### config.mk
export PLATFORM = sky130hd
export DESIGN_NAME = lbp3r_code
export DESIGN_NICKNAME = d
export VERILOG_FILES = /design/src/rtl/core/lbp3r_pkg.sv /design/src/rtl/core/lbp3r_code.sv
export SDC_FILE = /design/constraint.sdc
export NUM_CORES = 1
export LEC_CHECK = 0
export BUFFER_PORTS_ARGS = -buffer_cell sky130_fd_sc_hd__clkbuf_2
export CAP_MARGIN = 20
export CORE_UTILIZATION = 54
export DETAILED_ROUTE_END_ITERATION = 6
export PLACE_DENSITY_LB_ADDON = 0.08
export SLEW_MARGIN = 20
export SYNTH_ARGS = -nofsm -noshare
export SYNTH_HDL_FRONTEND = slang
export SYNTH_SLANG_ARGS = --single-unit
export TNS_END_PERCENT = 20
### constraint.sdc
create_clock -name vclk -period 2.2
set_input_delay 0.11 -clock vclk [all_inputs]
set_output_delay 0.11 -clock vclk [all_outputs]
set_load 0.02 [all_outputs]
### src/rtl/core/lbp3r_pkg.sv
// types and constants shared by the lbp 3x3 stream block
package lbp3r_pkg;

	localparam int PIX_W          = 8;
	localparam int CODE_W         = 8;
	localparam int FRAME_WIDTH_W  = 12;
	localparam int FRAME_HEIGHT_W = 13;
	localparam int CFG_DATA_W     = 13;
	localparam int CFG_INDEX_W    = 1;
	// row count reaches height + 1 while the last row drains
	localparam int ROW_W          = 14;

	localparam int FRAME_WIDTH_RESET  = 640;
	localparam int FRAME_HEIGHT_RESET = 480;

	typedef enum logic [CFG_INDEX_W-1:0] {
		REG_FRAME_WIDTH,
		REG_FRAME_HEIGHT
	} reg_idx_t;

	// window positions: rows top to bottom, columns oldest (left) to newest (right)
	localparam logic [1:0] WIN_TOP   = 2'd0;
	localparam logic [1:0] WIN_MID   = 2'd1;
	localparam logic [1:0] WIN_BOT   = 2'd2;
	localparam logic [1:0] WIN_LEFT  = 2'd0;
	localparam logic [1:0] WIN_CTR   = 2'd1;
	localparam logic [1:0] WIN_RIGHT = 2'd2;

	typedef logic [PIX_W-1:0] pix_t;
	typedef logic [2:0][2:0][PIX_W-1:0] win_t;

	typedef struct packed {
		logic first_row;
		logic last_row;
		logic first_col;
		logic last_col;
	} edge_t;

endpackage

### src/rtl/core/lbp3r_code.sv
// lbp code from a 3x3 window with edge replication
module lbp3r_code (
	input  lbp3r_pkg::win_t               win,
	input  lbp3r_pkg::edge_t              edges,
	output logic [lbp3r_pkg::CODE_W-1:0]  code
);
	logic [1:0]      top_r, bot_r, left_c, right_c;
	lbp3r_pkg::pix_t ctr;

	always_comb begin
		// missing neighbors fall back to the centre row or column
		top_r   = edges.first_row ? lbp3r_pkg::WIN_MID : lbp3r_pkg::WIN_TOP;
		bot_r   = edges.last_row  ? lbp3r_pkg::WIN_MID : lbp3r_pkg::WIN_BOT;
		left_c  = edges.first_col ? lbp3r_pkg::WIN_CTR : lbp3r_pkg::WIN_LEFT;
		right_c = edges.last_col  ? lbp3r_pkg::WIN_CTR : lbp3r_pkg::WIN_RIGHT;
		ctr     = win[lbp3r_pkg::WIN_MID][lbp3r_pkg::WIN_CTR];

		code[7] = win[top_r][left_c] > ctr;
		code[6] = win[top_r][lbp3r_pkg::WIN_CTR] > ctr;
		code[5] = win[top_r][right_c] > ctr;
		code[4] = win[lbp3r_pkg::WIN_MID][right_c] > ctr;
		code[3] = win[bot_r][right_c] > ctr;
		code[2] = win[bot_r][lbp3r_pkg::WIN_CTR] > ctr;
		code[1] = win[bot_r][left_c] > ctr;
		code[0] = win[lbp3r_pkg::WIN_MID][left_c] > ctr;
	end
endmodule

==> impl_metrics.csv <==
group,metric,value,unit
die,core_area,4380,µm²
worst_setup_path,cp_max_fo,13,
cells_and_area,area_delta_synth_final,19.1,%
routing,routedWlPerCell,15.1,µm
logic_synthesis,avgSynthCellArea,8.16,µm²
min_path,holdPathEnd,"code[1]",
global_route,grt_overflow,0,
worst_setup_path,start_kind,"input pin",
pwr,power_density,240,nW/µm²
placement,gp_congestion,0.840,
global_route,grt_usage,0.280,
global_route,grt_max_degree,21,
timing,post-route-period-util,0.930,
clocking,cts_setup_buffers,0,
die,boundaryPins,84,
pwr,p_leak,1.55,nW
cells_and_area,nets,528,
timing,min_period,2050,ps
worst_setup_path,required,2090,ps
cells_and_area,flops_and_latches,0,
min_path,holdPathStages,5,
cells_and_area,ff_latch_area,0,µm²
logic_synthesis,synth_common_cells,"ha_1 (64), nand2_1 (35), mux2i_1 (34), a21oi_1 (29), mux2_2 (24)",
pwr,worst_ir_drop_vdd,0.108,mV
timing,final-setup-viol-count,0,
die,start_util,0.564,
logic_synthesis,synthTopCellsByArea,"ha_1 (32%), mux2i_1 (14%), mux2_2 (11%), a21oi_1 (5.9%), nand2_1 (5.3%)",
clocking,cts_hold_buffers,0,
logic_synthesis,seq_area_frac_synth,0,
timing,drv_slew,0,
global_route,grt_pass1_vias,2512,
global_route,antenna_found_initial,0,
cells_and_area,nClkBuffers,0,
worst_setup_path,crit_type,"input pin to output pin",
timing,fin_ws,154,ps
routing,wl,6.61,mm
timing,fmax,0.489,GHz
logic_synthesis,ys_warn_count,0,
die,die_y,69.7,µm
logic_synthesis,synthCells,303,
routing,vias_per_cell,5.81,
routing,vias,2543,
min_path,min_from,"win[32]",
die,die-area,4850,µm²
placement,dp.cells,438,
job,max_cap_violations,0,
cells_and_area,final_cells,438,
routing,first_pass_iters,4,
logic_synthesis,synth_area,2470,µm²
routing,drt-initial-drc-count,88,
cells_and_area,drive_above_1_share,0.339,
timing,slew-limit-headroom,0.713,
placement,portBuffers,84,
logic_synthesis,synth_top_area_share,0.324,
run_status,status,"finished clean",
die,num_rows,24,
logic_synthesis,yosysTopAreaCell,"ha_1",
worst_setup_path,arrival,1940,ps
die,dieWidth,69.7,µm
timing,rsz0062_at_grt,"false",
clocking,cts_resized,0,
timing,worst_pin_slew,431,ps
worst_setup_path,critical_path.endpoint_type,"output pin",
timing,hold_viol,0,
placement,hpwl,5.66,mm
min_path,hold_path.class,"input pin to output pin",
logic_synthesis,ys_types,26,
placement,pre_cts_ws,29.2,ps
timing,whs,952,ps
timing,tns,0,ps
global_route,grt_pass1_wl,11.5,mm
logic_synthesis,yosysMostFrequentCell,"ha_1",
pwr,total_power,706,µW
routing,ant_nets,0,
cells_and_area,antenna_cells,0,
logic_synthesis,syn-num-nets,443,
routing,drc,0,
-- kinds of logic (layout without fill, tap and decap cells) --
kind of cell,Yosys count,in the layout,synth area share
muxes,64,64,0.283
and+or+nand+nor,65,65,0.125
adders and majority gates,64,64,0.324
buffers and inverters,23,106,0.0643
AOI/OAI and AO/OA,87,87,0.203
-- per-layer routing --
layer | wire length, µm | vias to the layer above | track usage | share of wire
met5 | 0 | - | 0 | 0
met4 | 42 | 0 | 0.0267 | 0.0064
met3 | 291 | 4 | 0.00581 | 0.044
met2 | 3110 | 77 | 0.518 | 0.47
met1 | 3170 | 1135 | 0.374 | 0.48
li1 | - | 1327 | - | -
-- layout by cell type (no fill, tap or decap) --
| cell type | Yosys | layout |
|---|---|---|
| nand2_1 | 35 | 35 |
| a211oi_1 | 1 | 1 |
| o21ai_1 | 20 | 20 |
| inv_1 | 9 | 9 |
| o31a_1 | 1 | 1 |
| o211ai_1 | 7 | 7 |
| ha_1 | 64 | 64 |
| a21oi_1 | 29 | 29 |
| a21boi_0 | 1 | 1 |
| clkbuf_2 | 0 | 83 |
| buf_4 | 0 | 13 |
| o21ai_0 | 17 | 17 |
| and2_1 | 1 | 1 |
| o22a_1 | 7 | 7 |
| buf_12 | 2 | 1 |
| and4_1 | 1 | 1 |
| nor2b_1 | 8 | 8 |
| nor2_1 | 5 | 5 |
| nand4_1 | 15 | 15 |
| mux2i_1 | 34 | 34 |
| a21oi_2 | 4 | 4 |
| mux2_2 | 24 | 24 |
| mux2_4 | 6 | 6 |
-- through the flow --
step                      cell area, µm²   util
after global routing                2950  0.672
final                               2950  0.672
after floorplan                     2470      -
after CTS                           2940  0.671
after detailed placement            2940  0.671
after global placement              2940  0.671
-- layout make-up --
class,count,area [µm²]
fill,415,1440
inverter,9,33.8
multi-input combinational,280,2310
tap,52,65.1
timing repair buffer,97,533
-- worst max path at each step --
stage / start / to
2_1_floorplan: edges[2] / code[3]
3_3_place_gp: edges[2] / code[3]
3_5_place_dp: edges[2] / code[3]
4_1_cts: edges[2] / code[3]
5_1_grt: edges[2] / code[3]
6_report: edges[2] / code[3]
-- worst max-delay path: stages --
cell and delay, ps:
buf_4 190, mux2_2 390, nand2_1 70, o21ai_1 70, ha_1 290, nor2b_1 130, o21ai_0 140, a21boi_0 110
o31a_1 260, clkbuf_2 160
-- power breakdown --
part / internal (mW) / switching [mW] / total, mW / leakage [nW]
logic: 0.330 / 0.376 / 0.706 / 1.55
clock network: 0 / 0 / 0 / 0
registers: 0 / 0 / 0 / 0
No activity file was read; power rests on OpenSTA's default activity.
